[src/rtl/core/kst_pkg.sv]
// Shared types, character codes and UTF-8 helper functions for the
// Korean spacing text filter. No dependencies; every other file imports it.

package kst_pkg;

    typedef logic [20:0] cp_t;

    // Code points used by the spacing rules.
    localparam cp_t CP_REPL   = 21'h00FFFD;
    localparam cp_t CP_SPACE  = 21'h000020;
    localparam cp_t CP_DOT    = 21'h00002E;
    localparam cp_t CP_BANG   = 21'h000021;
    localparam cp_t CP_QUEST  = 21'h00003F;
    localparam cp_t CP_COLON  = 21'h00003A;
    localparam cp_t CP_STAR   = 21'h00002A;
    localparam cp_t CP_RBRACK = 21'h00005D;
    localparam cp_t CP_RPAREN = 21'h000029;
    localparam cp_t CP_RBRACE = 21'h00007D;
    localparam cp_t CP_LBRACK = 21'h00005B;
    localparam cp_t CP_LPAREN = 21'h000028;
    localparam cp_t CP_LBRACE = 21'h00007B;

    localparam logic [7:0] BYTE_SPACE = 8'h20;

    // UTF-8 byte tags.
    localparam logic [1:0] TAG_CONT  = 2'b10;
    localparam logic [2:0] TAG_LEAD2 = 3'b110;
    localparam logic [3:0] TAG_LEAD3 = 4'b1110;
    localparam logic [4:0] TAG_LEAD4 = 5'b11110;

    // Code points completed by one input byte, in order.
    typedef struct packed {
        logic [1:0]      count;
        cp_t [2:0]       cp;
    } cp_list_t;

    // One emitted code point, with an optional trailing space.
    typedef struct packed {
        logic present;
        logic space;
        cp_t  cp;
    } seg_t;

    // Total sequence length for a lead byte; zero for a byte that cannot lead.
    function automatic logic [2:0] seq_len(input logic [7:0] b);
        logic [2:0] len;
        if (b[7] == 1'b0) begin
            len = 3'd1;
        end else if (b[7:5] == TAG_LEAD2) begin
            len = 3'd2;
        end else if (b[7:4] == TAG_LEAD3) begin
            len = 3'd3;
        end else if (b[7:3] == TAG_LEAD4) begin
            len = 3'd4;
        end else begin
            len = 3'd0;
        end
        return len;
    endfunction

    // Lone byte at the end of a text: ASCII stays, anything else is replaced.
    function automatic cp_t single_last(input logic [7:0] b);
        return (b[7] == 1'b0) ? {13'd0, b} : CP_REPL;
    endfunction

    function automatic logic hangul(input cp_t cp);
        return (cp >= 21'h00AC00 && cp <= 21'h00D7AF) ||
               (cp >= 21'h001100 && cp <= 21'h0011FF) ||
               (cp >= 21'h003130 && cp <= 21'h00318F);
    endfunction

    // Encoded length minus one, shortest form.
    function automatic logic [1:0] enc_lenm1(input cp_t cp);
        logic [1:0] l;
        if (cp < 21'h000080) begin
            l = 2'd0;
        end else if (cp < 21'h000800) begin
            l = 2'd1;
        end else if (cp < 21'h010000) begin
            l = 2'd2;
        end else begin
            l = 2'd3;
        end
        return l;
    endfunction

    // Byte k of the shortest UTF-8 encoding of cp.
    function automatic logic [7:0] enc_byte(input cp_t cp, input logic [1:0] lenm1,
                                            input logic [1:0] k);
        logic [7:0] b;
        unique case (lenm1)
            2'd0: b = cp[7:0];
            2'd1: b = (k == 2'd0) ? {TAG_LEAD2, cp[10:6]} : {TAG_CONT, cp[5:0]};
            2'd2: begin
                unique case (k)
                    2'd0:    b = {TAG_LEAD3, cp[15:12]};
                    2'd1:    b = {TAG_CONT, cp[11:6]};
                    default: b = {TAG_CONT, cp[5:0]};
                endcase
            end
            default: begin
                unique case (k)
                    2'd0:    b = {TAG_LEAD4, cp[20:18]};
                    2'd1:    b = {TAG_CONT, cp[17:12]};
                    2'd2:    b = {TAG_CONT, cp[11:6]};
                    default: b = {TAG_CONT, cp[5:0]};
                endcase
            end
        endcase
        return b;
    endfunction

endpackage

[src/rtl/core/kst_decode.sv]
// UTF-8 decoder: keeps the bytes of an unfinished sequence and turns each
// input byte into zero to three code points. Depends on kst_pkg.

module kst_decode (
    input  logic              aclk,
    input  logic              aresetn,
    input  logic              step,
    input  logic [7:0]        in_byte,
    input  logic              in_last,
    output kst_pkg::cp_list_t cps
);
    import kst_pkg::*;

    logic [7:0]      pend_reg [3];
    logic [1:0]      pend_cnt_reg, pend_cnt_next;
    logic [1:0]      extra_reg, extra_next;
    logic            wr_en;
    logic [3:0][7:0] bytes;
    logic [2:0]      lead_len;
    logic [2:0]      r0_len;
    cp_t             full_cp;
    cp_t             pair_cp;

    always_comb begin
        bytes = {8'h00, pend_reg[2], pend_reg[1], pend_reg[0]};
        bytes[pend_cnt_reg] = in_byte;
        lead_len = seq_len(in_byte);
        r0_len   = seq_len(bytes[1]);
        pair_cp  = {10'd0, bytes[1][4:0], bytes[2][5:0]};
        unique case (extra_reg)
            2'd1:    full_cp = {10'd0, bytes[0][4:0], bytes[1][5:0]};
            2'd2:    full_cp = {5'd0, bytes[0][3:0], bytes[1][5:0], bytes[2][5:0]};
            2'd3:    full_cp = {bytes[0][2:0], bytes[1][5:0], bytes[2][5:0],
                                bytes[3][5:0]};
            default: full_cp = {13'd0, bytes[0]};
        endcase
    end

    always_comb begin
        cps           = '0;
        pend_cnt_next = pend_cnt_reg;
        extra_next    = extra_reg;
        wr_en         = 1'b0;
        if (pend_cnt_reg == 2'd0) begin
            if (lead_len == 3'd0) begin
                cps.count  = 2'd1;
                cps.cp[0]  = CP_REPL;
            end else if (lead_len == 3'd1) begin
                cps.count  = 2'd1;
                cps.cp[0]  = {13'd0, in_byte};
            end else if (in_last) begin
                cps.count  = 2'd1;
                cps.cp[0]  = CP_REPL;
            end else begin
                wr_en         = 1'b1;
                pend_cnt_next = 2'd1;
                extra_next    = 2'(lead_len - 3'd1);
            end
        end else if (pend_cnt_reg == extra_reg) begin
            cps.count     = 2'd1;
            cps.cp[0]     = full_cp;
            pend_cnt_next = 2'd0;
            extra_next    = 2'd0;
        end else if (!in_last) begin
            wr_en         = 1'b1;
            pend_cnt_next = pend_cnt_reg + 2'd1;
        end else begin
            // The text ends inside a sequence: the lead is replaced and the
            // bytes behind it are decoded again on their own.
            cps.cp[0] = CP_REPL;
            if (r0_len == 3'd2 && pend_cnt_reg == 2'd2) begin
                cps.count = 2'd2;
                cps.cp[1] = pair_cp;
            end else begin
                cps.cp[1] = single_last(bytes[1]);
                if (pend_cnt_reg == 2'd2) begin
                    cps.count = 2'd3;
                    cps.cp[2] = single_last(bytes[2]);
                end else begin
                    cps.count = 2'd2;
                end
            end
        end
        if (in_last) begin
            pend_cnt_next = 2'd0;
            extra_next    = 2'd0;
            wr_en         = 1'b0;
        end
    end

    always_ff @(posedge aclk) begin
        if (!aresetn) begin
            pend_cnt_reg <= 2'd0;
            extra_reg    <= 2'd0;
        end else if (step) begin
            pend_cnt_reg <= pend_cnt_next;
            extra_reg    <= extra_next;
        end
    end

    always_ff @(posedge aclk) begin
        if (step && wr_en) begin
            pend_reg[pend_cnt_reg] <= in_byte;
        end
    end

    a_one_cp_mid_text: assert property (@(posedge aclk) disable iff (!aresetn)
        step && !in_last |-> cps.count <= 2'd1)
        else $error("more than one code point completed by a byte inside the text");

    a_pend_below_need: assert property (@(posedge aclk) disable iff (!aresetn)
        pend_cnt_reg != 2'd0 |-> (extra_reg != 2'd0 && pend_cnt_reg <= extra_reg))
        else $error("pending byte count exceeds the sequence length");

    a_end_clears: assert property (@(posedge aclk) disable iff (!aresetn)
        step && in_last |=> pend_cnt_reg == 2'd0 && extra_reg == 2'd0)
        else $error("pending sequence survived the end of a text");

endmodule

[src/rtl/core/kst_rules.sv]
// Spacing rules: holds the previous code point and turns each new code point
// into up to four output segments in parallel lanes. Depends on kst_pkg.

module kst_rules (
    input  logic               aclk,
    input  logic               aresetn,
    input  logic               step,
    input  logic               in_last,
    input  kst_pkg::cp_list_t  cps,
    output kst_pkg::seg_t [3:0] segs
);
    import kst_pkg::*;

    cp_t  held_cp_reg;
    logic held_valid_reg;
    logic bef_dot_reg;

    cp_t  prev [3];
    logic pv   [3];
    logic bd   [3];
    cp_t  last_cp;

    function automatic logic ins_space(input cp_t cur, input cp_t nxt, input logic bdot);
        logic after_punct;
        logic before_open;
        after_punct = (cur == CP_BANG) || (cur == CP_QUEST) ||
                      (cur == CP_DOT && !bdot) ||
                      (cur == CP_RBRACK) || (cur == CP_RPAREN) || (cur == CP_RBRACE) ||
                      (cur == CP_COLON) || (cur == CP_STAR);
        before_open = (nxt == CP_LBRACK) || (nxt == CP_LPAREN) || (nxt == CP_LBRACE);
        return (nxt != CP_SPACE) &&
               ((hangul(nxt) && after_punct) || (hangul(cur) && before_open));
    endfunction

    always_comb begin
        prev[0] = held_cp_reg;
        pv[0]   = held_valid_reg;
        bd[0]   = bef_dot_reg;
        prev[1] = cps.cp[0];
        pv[1]   = 1'b1;
        bd[1]   = held_valid_reg && (held_cp_reg == CP_DOT);
        prev[2] = cps.cp[1];
        pv[2]   = 1'b1;
        bd[2]   = (cps.cp[0] == CP_DOT);

        for (int k = 0; k < 3; k++) begin
            segs[k].cp      = prev[k];
            segs[k].present = (2'(k) < cps.count) && pv[k] &&
                              !(prev[k] == CP_SPACE && cps.cp[k] == CP_SPACE);
            segs[k].space   = ins_space(prev[k], cps.cp[k], bd[k]);
        end

        unique case (cps.count)
            2'd0:    last_cp = held_cp_reg;
            2'd1:    last_cp = cps.cp[0];
            2'd2:    last_cp = cps.cp[1];
            default: last_cp = cps.cp[2];
        endcase

        // The end of a text flushes the newest code point unchanged.
        segs[3].cp      = last_cp;
        segs[3].space   = 1'b0;
        segs[3].present = in_last && (cps.count != 2'd0 || held_valid_reg);
    end

    always_ff @(posedge aclk) begin
        if (!aresetn) begin
            held_cp_reg    <= '0;
            held_valid_reg <= 1'b0;
            bef_dot_reg    <= 1'b0;
        end else if (step) begin
            if (in_last) begin
                held_cp_reg    <= '0;
                held_valid_reg <= 1'b0;
                bef_dot_reg    <= 1'b0;
            end else if (cps.count != 2'd0) begin
                held_cp_reg    <= cps.cp[0];
                held_valid_reg <= 1'b1;
                bef_dot_reg    <= bd[1];
            end
        end
    end

endmodule

[src/rtl/core/kst_emit.sv]
// Output serializer: registers the segments of one input byte and walks
// them out one UTF-8 byte per transaction. Depends on kst_pkg.

module kst_emit (
    input  logic                aclk,
    input  logic                aresetn,
    input  logic                load,
    input  kst_pkg::seg_t [3:0] segs,
    input  logic                text_end,
    output logic                can_load,
    output logic                m_tvalid,
    input  logic                m_tready,
    output logic [7:0]          m_tdata,
    output logic                m_tlast,
    output logic                m_tuser
);
    import kst_pkg::*;

    cp_t        seg_cp_reg    [4];
    logic [1:0] seg_lenm1_reg [4];
    logic       seg_sp_reg    [4];
    logic [3:0] mask_reg;
    logic       end_reg;
    logic [2:0] pos_reg;

    logic [1:0] cur;
    logic [2:0] total_m1;
    logic       at_seg_end;
    logic [3:0] rest;
    logic       final_byte;
    logic       xfer;

    always_comb begin
        cur = 2'd0;
        for (int k = 3; k >= 0; k--) begin
            if (mask_reg[k]) begin
                cur = 2'(k);
            end
        end
        total_m1   = {1'b0, seg_lenm1_reg[cur]} + {2'b00, seg_sp_reg[cur]};
        at_seg_end = (pos_reg == total_m1);
        rest       = mask_reg & ~(4'b0001 << cur);
        final_byte = at_seg_end && (rest == 4'd0);
        m_tvalid   = (mask_reg != 4'd0);
        xfer       = m_tvalid && m_tready;
        can_load   = (mask_reg == 4'd0) || (m_tready && final_byte);
        if (pos_reg <= {1'b0, seg_lenm1_reg[cur]}) begin
            m_tdata = enc_byte(seg_cp_reg[cur], seg_lenm1_reg[cur], pos_reg[1:0]);
        end else begin
            m_tdata = BYTE_SPACE;
        end
        m_tlast = final_byte;
        m_tuser = final_byte && end_reg;
    end

    always_ff @(posedge aclk) begin
        if (!aresetn) begin
            mask_reg <= 4'd0;
            pos_reg  <= 3'd0;
        end else if (load) begin
            mask_reg <= {segs[3].present, segs[2].present, segs[1].present,
                         segs[0].present};
            pos_reg  <= 3'd0;
        end else if (xfer) begin
            if (at_seg_end) begin
                mask_reg <= rest;
                pos_reg  <= 3'd0;
            end else begin
                pos_reg  <= pos_reg + 3'd1;
            end
        end
    end

    always_ff @(posedge aclk) begin
        if (load) begin
            for (int k = 0; k < 4; k++) begin
                seg_cp_reg[k]    <= segs[k].cp;
                seg_lenm1_reg[k] <= enc_lenm1(segs[k].cp);
                seg_sp_reg[k]    <= segs[k].space;
            end
            end_reg <= text_end;
        end
    end

    a_pos_in_seg: assert property (@(posedge aclk) disable iff (!aresetn)
        m_tvalid |-> pos_reg <= total_m1)
        else $error("byte position ran past the current segment");

    a_load_shows: assert property (@(posedge aclk) disable iff (!aresetn)
        load |=> m_tvalid)
        else $error("loaded segments produced no output transaction");

endmodule

[src/rtl/core/korean_spacing_text_filter.sv]
// Korean spacing text filter, top level. An accepted byte is decoded from the input
// register, and its segments are registered in the output serializer before they are
// offered. Throughput: one input byte per cycle while each byte releases at most one
// output byte and the output is not stalled; a byte that releases more keeps the output
// serializer busy until all of them are taken. Reset (aresetn, synchronous, active low)
// empties the input register, the pending sequence and the held point.
// Depends on kst_pkg, kst_decode, kst_rules and kst_emit.

module korean_spacing_text_filter (
    input  logic       aclk,
    input  logic       aresetn,
    input  logic       s_tvalid,
    output logic       s_tready,
    input  logic [7:0] s_tdata,   // in_byte
    input  logic       s_tlast,   // in_last
    output logic       m_tvalid,
    input  logic       m_tready,
    output logic [7:0] m_tdata,   // out_byte
    output logic       m_tlast,   // run_last
    output logic       m_tuser    // text_end
);
    import kst_pkg::*;

    // Input register: one transaction waits here while the decoder and the
    // spacing rules work on it combinationally.
    logic       in_valid_reg;
    logic [7:0] in_byte_reg;
    logic       in_last_reg;

    cp_list_t   cps;
    seg_t [3:0] segs;
    logic       any_seg;
    logic       can_load;
    logic       step;
    logic       load;

    // A byte that yields no segment retires at once; a byte that yields output
    // waits until the serializer can take its segments: when it is empty, or in the
    // same cycle as the last byte of the previous run is taken.
    assign any_seg  = segs[0].present | segs[1].present | segs[2].present |
                      segs[3].present;
    assign step     = in_valid_reg && (!any_seg || can_load);
    assign load     = step && any_seg;
    assign s_tready = !in_valid_reg || step;

    always_ff @(posedge aclk) begin
        if (!aresetn) begin
            in_valid_reg <= 1'b0;
        end else if (s_tready) begin
            in_valid_reg <= s_tvalid;
        end
    end

    always_ff @(posedge aclk) begin
        if (s_tvalid && s_tready) begin
            in_byte_reg <= s_tdata;
            in_last_reg <= s_tlast;
        end
    end

    kst_decode u_decode (
        .aclk    (aclk),
        .aresetn (aresetn),
        .step    (step),
        .in_byte (in_byte_reg),
        .in_last (in_last_reg),
        .cps     (cps)
    );

    // The held code point goes out only once its successor is known, since
    // both space collapsing and space insertion look one code point ahead.
    kst_rules u_rules (
        .aclk    (aclk),
        .aresetn (aresetn),
        .step    (step),
        .in_last (in_last_reg),
        .cps     (cps),
        .segs    (segs)
    );

    kst_emit u_emit (
        .aclk     (aclk),
        .aresetn  (aresetn),
        .load     (load),
        .segs     (segs),
        .text_end (in_last_reg),
        .can_load (can_load),
        .m_tvalid (m_tvalid),
        .m_tready (m_tready),
        .m_tdata  (m_tdata),
        .m_tlast  (m_tlast),
        .m_tuser  (m_tuser)
    );

endmodule

[config.mk]
export PLATFORM = sky130hd
export DESIGN_NAME = korean_spacing_text_filter
export DESIGN_NICKNAME = d
export VERILOG_FILES = /design/src/rtl/core/kst_pkg.sv /design/src/rtl/core/kst_decode.sv /design/src/rtl/core/kst_rules.sv /design/src/rtl/core/kst_emit.sv /design/src/rtl/core/korean_spacing_text_filter.sv
export SDC_FILE = /design/constraint.sdc
export NUM_CORES = 1
export LEC_CHECK = 0
export ABC_AREA = 0
export BUFFER_PORTS_ARGS = -buffer_cell sky130_fd_sc_hd__clkbuf_2
export CORE_ASPECT_RATIO = 2
export CORE_UTILIZATION = 65
export DETAILED_ROUTE_END_ITERATION = 6
export PLACE_DENSITY = 0.93
export SLEW_MARGIN = 25
export SYNTH_ARGS = -nofsm -noshare
export SYNTH_HDL_FRONTEND = slang
export SYNTH_SLANG_ARGS = --single-unit
[constraint.sdc]
create_clock -name aclk -period 18.1 [get_ports aclk]
set_clock_uncertainty 0.05 [all_clocks]
set_input_delay 2.715 -clock aclk [delete_from_list [all_inputs] [get_ports aclk]]
set_output_delay 2.715 -clock aclk [all_outputs]
set_load 0.05 [all_outputs]
* Word level (Yosys, flattened, before mapping)
Memory sizes are Yosys's and may differ from the RTL's.
Index checks and enable logic that the tools add are counted.
** Cells by class
- $add $sub $neg :: 4
- $lt $le $gt $ge :: 42
- Eq/ne operators :: 62
- Shift-type cells :: 1
- Muxes and demuxes :: 87
- Bitwise gates (word level) :: 6
- Reduce and logical (&&, ||, !) cells :: 111
** Operators by type and width (count)
- $eq A21 B6 Y1 const B :: 25
- $eq A21 B7 Y1 const B :: 12
- $mux W21 :: 9
- $pmux W21 S3 :: 2
- $ge A21 B13 Y1 const B :: 4
- $ge A21 B14 Y1 const B :: 4
- $ge A21 B16 Y1 const B :: 4
- $le A21 B13 Y1 const B :: 4
- $le A21 B14 Y1 const B :: 4
- $le A21 B16 Y1 const B :: 4
- $lt A21 B12 Y1 const B :: 4
- $lt A21 B17 Y1 const B :: 4
- $lt A21 B8 Y1 const B :: 4
- $mux W42 :: 2
- $mux W65 :: 1
- $ne A21 B6 Y1 const B :: 3
- $mux W2 :: 31
- $mux W16 :: 3
- $logic_and A1 B1 Y1 :: 43
- $logic_or A1 B1 Y1 :: 42
- $bwmux W32 :: 1
- $mux W3 :: 9
- $pmux W8 S3 :: 1
- $pmux W7 S3 :: 1
- 41 further kinds :: 92
** Storage, ports and cells
- Flip-flop bits (word level) :: 45
- RAM bits :: 120
- Output and inout port bits :: 12
- Logic and storage cells :: 328
- Memories :: 4
** Memories
- u_emit.seg_cp_reg :: depth 4, width 21, rd ports 1, clocked after Yosys merged registers in 0, wr ports 4, line kst_emit.sv:19 : cp_t seg_cp_reg [4];
- u_decode.pend_reg :: depth 3, width 8, rd ports 3, clocked after Yosys merged registers in 0, wr ports 1, line kst_decode.sv:14 : logic [7:0] pend_reg [3];
- u_emit.seg_lenm1_reg :: depth 4, width 2, rd ports 1, clocked after Yosys merged registers in 0, wr ports 4, line kst_emit.sv:20 : logic [1:0] seg_lenm1_reg [4];
- u_emit.seg_sp_reg :: depth 4, width 1, rd ports 1, clocked after Yosys merged registers in 0, wr ports 4, line kst_emit.sv:21 : logic seg_sp_reg [4];

* Logic depth before layout (Yosys ltp)
Gate-level depths: netlist of run 1.
- Depth in word-level cells :: 29
- Gate-level depth with buffers :: 18
- Gate-level depth less buffers :: 15

* Hierarchy
From an unflattened synthesis of run 1, not the netlist that was laid out.
** Unflattened totals
- Cell total of the unflattened synthesis :: 1047
- Area, all modules :: 10573.9 µm²
** By module, submodules not included
- kst_emit :: instances 1, cells each 417, area each 5009.8 µm², seq. area each 3052.9 µm²
- kst_rules :: instances 1, cells each 342, area each 2862.7 µm², seq. area each 460.4 µm²
- kst_decode :: instances 1, cells each 268, area each 2339.7 µm², seq. area each 740.7 µm²
- korean_spacing_text_filter :: instances 1, cells each 20, area each 361.6 µm², seq. area each 290.3 µm²

* Worst setup path after synthesis of run 1
OpenSTA, ideal clock, no wires.
- Path type :: reg-to-reg
- From :: register u_emit.mask_reg[0]
- To :: register u_emit.end_reg, enable pin
- Setup time :: 533 ps
- Arrival time :: 8122 ps
- Data required time :: 17517 ps
- Path slack :: 9395 ps
- Cell stages (with the launch flop) :: 14
- Path through :: dfxtp_1 clkbuf_1 nor3_1 clkbuf_1 clkbuf_1 mux4_2 ha_1 ha_1 xor2_1 nor3_1 o21a_1 a21boi_0 nand2b_1 nor2_1
** On the way
- Cells in the longest elaborated chain, start to end :: 11
- Elaborated cells between the ends (all ways) :: 16
- Those cells by class :: add/sub (1); eq/ne (1); shift (1); mux (1); bitwise (2); reduce/logical (8); memory (2)
** RTL lines
- from (decl) :: line kst_emit.sv:22 : logic [3:0] mask_reg;
- from (signal assigned) :: line kst_emit.sv:61 : mask_reg <= {segs[3].present, segs[2].present, segs[1].present,
- from (signal assigned) :: line kst_emit.sv:66 : mask_reg <= rest;
- branches (longest 5 deep; another with $add A2 B1 Y3)
- $logic_and A1 B1 Y1 * :: line kst_emit.sv:43 : final_byte = at_seg_end && (rest == 4'd0);
- net m_tlast :: line korean_spacing_text_filter.sv:19 : output logic m_tlast,
- $logic_and A1 B1 Y1 * :: line kst_emit.sv:46 : can_load = (mask_reg == 4'd0) || (m_tready && final_byte);
- $logic_or A1 B1 Y1 * :: line kst_emit.sv:46
- $logic_or A1 B1 Y1 * :: line korean_spacing_text_filter.sv:42 : assign step = in_valid_reg && (!any_seg || can_load);
- $logic_and A1 B1 Y1 * :: line korean_spacing_text_filter.sv:42
- $logic_and A1 B1 Y1 * :: line korean_spacing_text_filter.sv:43 : assign load = step && any_seg;
- net load :: line korean_spacing_text_filter.sv:35 : logic load;
- to (signal assigned) :: line kst_emit.sv:81 : end_reg <= text_end;
- to (decl) :: line kst_emit.sv:23 : logic end_reg;
Mark *: on every way through the listed nets, which the timed path passes.
A chain may end at the register's enable or synchronous reset.

==> results of run 1 <==
cell families after synthesis:
group,count (synthesis)
AO/OA/AOI/OAI,220
XOR/XNOR,7
adder cells (fa/ha/maj),17
buffers and inverters,91
flip-flops,153
multiplexers,64
other,1
AND/OR/NAND/NOR,319
cells in the mapped netlist (5+ instances only):
cell type	count	share of area [%]
nand3_1	23	1.3
edfxtp_1	118	39
nor2_1	70	2.9
ha_1	17	2.4
xor2_1	5	0.49
buf_2	17	0.95
nand3b_1	6	0.50
a21oi_1	51	2.8
nand4_1	12	0.84
nor4_1	8	0.56
o211ai_1	5	0.42
mux2_2	5	0.63
a222oi_1	6	0.67
nor2b_1	24	1.7
mux4_2	18	4.5
and2_1	14	0.97
mux2i_1	39	4.3
a21o_1	9	0.75
clkbuf_1	33	1.4
a31oi_1	5	0.35
nand2_1	78	3.3
o21ai_0	30	1.7
a211oi_1	15	1.3
o31ai_1	5	0.42
and3_1	6	0.42
o22ai_1	9	0.63
nand2b_1	14	0.97
o2111ai_1	5	0.49
a22oi_1	8	0.67
dfxtp_1	35	7.8
a221oi_1	6	0.58
inv_1	32	1.3
a21boi_1	7	0.58
nor3_1	32	1.8
or2_2	5	0.35
area by class of cell:
type / count / area share [%]
timing repair buffer: 36 / 2.35
clock buffer: 18 / 4.39
multi-input combinational: 628 / 44.8
clock inverter: 14 / 1.79
inverter: 33 / 1.27
sequential: 153 / 43.4
tap: 155 / 1.98
metal layers:
layer | wire length, um | vias up
li1 | - | 3322
met3 | 3090 | 235
met1 | 9210 | 3702
met5 | 0 | -
met4 | 3830 | 0
met2 | 15300 | 716
worst paths after layout:
kind,depth (start not counted),to,slack [ns],from
max reg2reg,11,in_byte_reg[2]$_DFFE_PP_,12.52,u_decode.pend_cnt_reg[1]$_SDFFE_PN0P_
max,12,s_tready,10.18,u_decode.pend_cnt_reg[1]$_SDFFE_PN0P_
min,2,u_rules.bef_dot_reg$_SDFFE_PN0P_,0.43,u_rules.bef_dot_reg$_SDFFE_PN0P_
min reg2reg,2,u_rules.bef_dot_reg$_SDFFE_PN0P_,0.43,u_rules.bef_dot_reg$_SDFFE_PN0P_
power by group:
part           total, uW  internal [uW]  switching (uW)
clock                369            209             160
combinational        149           45.8             103
sequential           405            393            12.7
total                924            648             276
worst reg2reg max path, delay by kind of cell (launching register included):
kind / cells / cell delay [ns]
adders and majority gates: 1 / 0.78
and+or+nand+nor: 6 / 2.22
DFF: 1 / 0.42
muxes: 1 / 0.40
AOI/OAI and AO/OA: 2 / 1.20
buffers and inverters: 1 / 0.15
per-stage QoR:
step | setup WS (ns) | hold WS, ns | util, %
2_1_floorplan | 9.40 | 0.353 | -
3_3_place_gp | 11.09 | 0.389 | 68.0
3_5_place_dp | 10.90 | 0.411 | 68.0
4_1_cts | 10.46 | 0.421 | 72.5
5_1_grt | 9.91 | 0.451 | 72.8
6_report | 10.18 | 0.429 | 72.8
==> impl_metrics.tcl, run 1 <==
set metrics [dict create \
    synth_compound_area_share_pct 17.5 \
    synthMuxAreaShare_pct 9.76 \
    cts_sinks 153 \
    critPathMaxFanout 17 \
    yosysSeqAreaShare_pct 47.2 \
    yosysWarnings 0 \
    clock_path_buffers 2 \
    portBuffers 24 \
    gp_congestion 1.05 \
    grt_first_pass_wirelength_um 46700 \
    rows 60 \
    min_period_ns 7.92 \
    synth-seq-cells 153 \
    timing.fmax_mhz 126 \
    initial_core_util_pct 66.9 \
    busiest_layer "met2" \
    fin_area_mm2 0.00978 \
    power_density_mw_per_mm2 94.4 \
    drcViolationCount 0 \
    maxCapViolCount 0 \
    status "finished clean" \
    tritoncts "built" \
    largest_reg_flops 75 \
    worstPathRequired_ns 15.34 \
    drtIter0Drc 1241 \
    mostFrequentLayoutCells "edfxtp_1 (118), nand2_1 (78), nor2_1 (68)" \
    cts-buffers-inserted 17 \
    synthesis.instances 872 \
    total_power_uw 924 \
    worstSkewPairLatency_ns 0.44 \
    finalNonFillerCells 1037 \
    fin_crit_sh_pct 43.7 \
    grt_usage_pct 45.3 \
    dieHeight_um 168 \
    critPathSlowestCell "ha_1" \
    use_met3_pct 11.7 \
    ctsResizeCount 0 \
    arrival_ns 5.15 \
    multi_input_area_mm2 0.00438 \
    peakVddDrop_uv 75.3 \
    hp-class "reg2reg" \
    nNetsFinal 899 \
    crit_chain "inv_1 > ha_1 > mux2i_1 > nor2_1 > a22oi_1 > nand2_1 > nor4_2 > nand4_1 > a31oi_1 > nor2_1 > inv_1 > clkbuf_2" \
    vias 7975 \
    path_delay_family "simple AND/OR/NAND/NOR gates" \
    worstSetupPathType "reg2out" \
    ys.flop_type "edfxtp_1" \
    cp-end-kind "output pin" \
    worst_pin_slew_ns 1.08 \
    grt_max_degree 77 \
    via_per_inst 7.69 \
    synthSimpleGateAreaFrac_pct 18.1 \
    final_layout_size_suffix_gt1_share_pct 13.2 \
    finalWirelength_um 31500 \
    avgSynthCellArea_um2 10.3 \
    slew_violations 0 \
    n_fill_cell 949 \
    setup_tns_ns 0 \
    dieArea_mm2 0.0143 \
    setup_viol 0 \
    final_antenna_net_count 0 \
    first_pass_iters 6 \
    mostFrequentLayoutCell "edfxtp_1" \
    area_growth_pct 8.81 \
    cts-root-buf "clkbuf_16" \
    worstSetupStartpointType "register" \
    synth.distinct_cells 85 \
    antenna_found_initial 1 \
    post_cts_buffers 0 \
    path_clk_slew_ns 0.07 \
    chipWidth_um 85.2 \
    core_area_mm2 0.0134 \
    seq_area_mm2 0.00424 \
    pin_count 25 \
    met2_usage_pct 75.7 \
    synth.cell_area_mm2 0.00899 \
    cpPeakStageDelay_ns 0.77 \
    hold_viol 0 \
    h-tree-depth 4 \
    leakagePower_uw 0.00349 \
    cp.buffers_inverters 3 \
    placed_cell_area_mm2 0.00914 \
    max_slew_margin_pct 27.5 \
    antennaDiodeCount 0 \
    holdBufCountCts 0 \
    synth_edf_count 118 \
    placedCellCount 1004 \
    synth_fp_nets 902 \
    dp_hpwl_um 22600 \
    synthAdderAreaFrac_pct 2.37 \
    synth_xor_area_share_pct 0.682 \
    ys_async_sr_fraction_pct 0 \
    use_met1_pct 43.7 \
    grt_pass1_vias 7880 \
    synth_top_family_by_area "simple AND/OR/NAND/NOR gates" \
    rsz0062_at_grt "no" \
    routedWlPerCell_um 30.4 \
    grt_overflow 0 \
]
No activity file was read; power rests on OpenSTA's default activity.
==> run 2, diff against run 1 <==
Settings changed: CORE_UTILIZATION 65 to 63, PLACE_DENSITY 0.93 to 0.9.
Clock period 18.1 ns to 7.65 ns, I/O delays scaled along.
==> run 2 against run 1 <==
Cell area rose by 0.69%. Die area rose by 3.1%. Critical path depth rose by 1. Hold slack improved by 0.0081 ns. Register-to-register slack got worse by 10 ns. Via count fell by 2.7%. Clock power rose by 150%. Sequential power rose by 140%. Count of clock-buffer cells in the layout rose by 4. Sequential share of layout area fell by 0.30 points. Core utilization fell by 1.9 points. Highest routed layer unchanged.
==> impl_metrics.tcl, run 2 (synthesized netlist as in run 1, its figures left out) <==
set metrics [dict create \
    grt_max_degree 82 \
    rows 61 \
    post_cts_buffers 0 \
    cts-root-buf "clkbuf_16" \
    n_fill_cell 1044 \
    leakagePower_uw 0.00350 \
    power.internal_uw 1610 \
    via_per_inst 7.24 \
    worstSetupStartpointType "register" \
    dieArea_mm2 0.0148 \
    antenna_found_initial 0 \
    rsz0062_at_grt "no" \
    pin_count 25 \
    power_density_mw_per_mm2 226 \
    antennaDiodeCount 0 \
    final_antenna_net_count 0 \
    area_growth_pct 9.56 \
    clock_path_buffers 2 \
    grt_usage_pct 43.4 \
    gp_congestion 1.06 \
    arrival_ns 5.10 \
    critPathMaxFanout 28 \
    cp-startpoint "u_decode.pend_cnt_reg[1]$_SDFFE_PN0P_" \
    status "finished clean" \
    largest_reg_flops 75 \
    nNetsFinal 900 \
    drtIter0Drc 949 \
    min_period_ns 6.30 \
    drcViolationCount 0 \
    worst_pin_slew_ns 1.12 \
    cts-buffers-inserted 17 \
    finalWirelength_um 30700 \
    max_slew_margin_pct 24.7 \
    min_from "u_rules.bef_dot_reg$_SDFFE_PN0P_" \
    total_power_uw 2220 \
    first_pass_iters 6 \
    whs_ns 0.437 \
    tritoncts "built" \
    setup_viol 0 \
    cts_sinks 153 \
    hold_viol 0 \
    fin_crit_sh_pct 82.3 \
    ctsResizeCount 0 \
    h-tree-depth 4 \
    peakVddDrop_uv 173 \
    grt_overflow 0 \
    core_area_mm2 0.0139 \
    seq_power_share_pct 43.0 \
    portBuffers 24 \
    timing.fmax_mhz 159 \
    switching_share_pct 27.8 \
    pwr-share-clk_pct 41.3 \
    chipWidth_um 86.5 \
    switching_power_uw 617 \
    slew_violations 0 \
    final_core_util_pct 70.9 \
    placed_cell_area_mm2 0.00919 \
    mostFrequentLayoutCell "edfxtp_1" \
    hp-class "reg2reg" \
    r2r-start "u_decode.pend_cnt_reg[1]$_SDFFE_PN0P_" \
    dp_hpwl_um 22000 \
    setup_tns_ns 0 \
    holdBufCountCts 0 \
    maxCapViolCount 0 \
    grt_first_pass_wirelength_um 45300 \
    combPwrFrac_pct 15.6 \
    path_clk_slew_ns 0.06 \
    routedWlPerCell_um 28.6 \
    dieHeight_um 171 \
    fin_area_mm2 0.00985 \
    grt_pass1_vias 7559 \
    final_layout_size_suffix_gt1_share_pct 12.7 \
    vias 7758 \
    worstSetupPathType "reg2out" \
    mostFrequentLayoutCells "edfxtp_1 (118), nand2_1 (78), nor2_1 (68)" \
    cp-end-kind "output pin" \
    worstPathRequired_ns 6.45 \
    initial_core_util_pct 64.7 \
    worstSkewPairLatency_ns 0.44 \
]
[run 2: cell types whose count changed in the layout (fill, tap and decap cells not counted), moves of 2 or more]
cell        delta
inv_8          -4
clkbuf_1       +3
clkinv_4       -3
bufinv_16      +2
clkinvlp_4     +2
inv_6          -2
[run 2: area by class of cell]
class	count	area (um^2)	area share, %
Sequential cell	153	4240	43.1
Inverter	33	124	1.26
Clock inverter	10	166	1.69
Tap cell	189	236	2.40
Timing Repair Buffer	37	238	2.41
Multi-Input combinational cell	628	4370	44.4
Clock buffer	22	465	4.73
[run 2: power by group through the flow]
| stage | Clock (uW) | Combinational (uW) | Sequential (uW) |
|---|---|---|---|
| 6_report | 918 | 348 | 957 |
| 5_1_grt | 944 | 366 | 958 |
| 4_1_cts | 911 | 334 | 955 |
| 3_5_place_dp | 0 | 331 | 972 |
| 3_3_place_gp | 0 | 326 | 971 |
| 2_1_floorplan | 0 | 251 | 959 |
[run 2: stage by stage]
stage,worst slack [ns],std cells
floorplan,0.402,872
global placement,2.13,1039
detailed placement,2.05,1039
CTS,1.60,1071
global route,1.11,1072
finish,1.35,1072
[run 2: path summary, 6_finish.rpt]
path,endpoint,slack [ns],cells after the start
worst max-delay path,s_tready,1.35,13
worst min-delay path,u_rules.bef_dot_reg$_SDFFE_PN0P_,0.44,2
worst max register to register,in_byte_reg[5]$_DFFE_PP_,2.09,12
worst min register to register,u_rules.bef_dot_reg$_SDFFE_PN0P_,0.44,2
[run 2: metal layers]
metal  global-route usage (%)  part of all wire [%]
met5                        0                     0
met2                     74.5                    50
met1                     41.4                    31
met3                     12.1                   8.6
met4                     38.2                    10
[run 2: worst max-delay path, cell delays in order, from the launching register on]
cell and delay [ns]:
dfxtp_1 0.42, inv_1 0.15, ha_1 0.15, buf_4 0.33, clkinv_1 0.36, o211a_1 0.38
nor2_1 0.63, o41ai_2 0.41, nor3_1 0.38, nand4_1 0.47, a31oi_1 0.49, nor2_1 0.14
inv_1 0.07, clkbuf_2 0.27
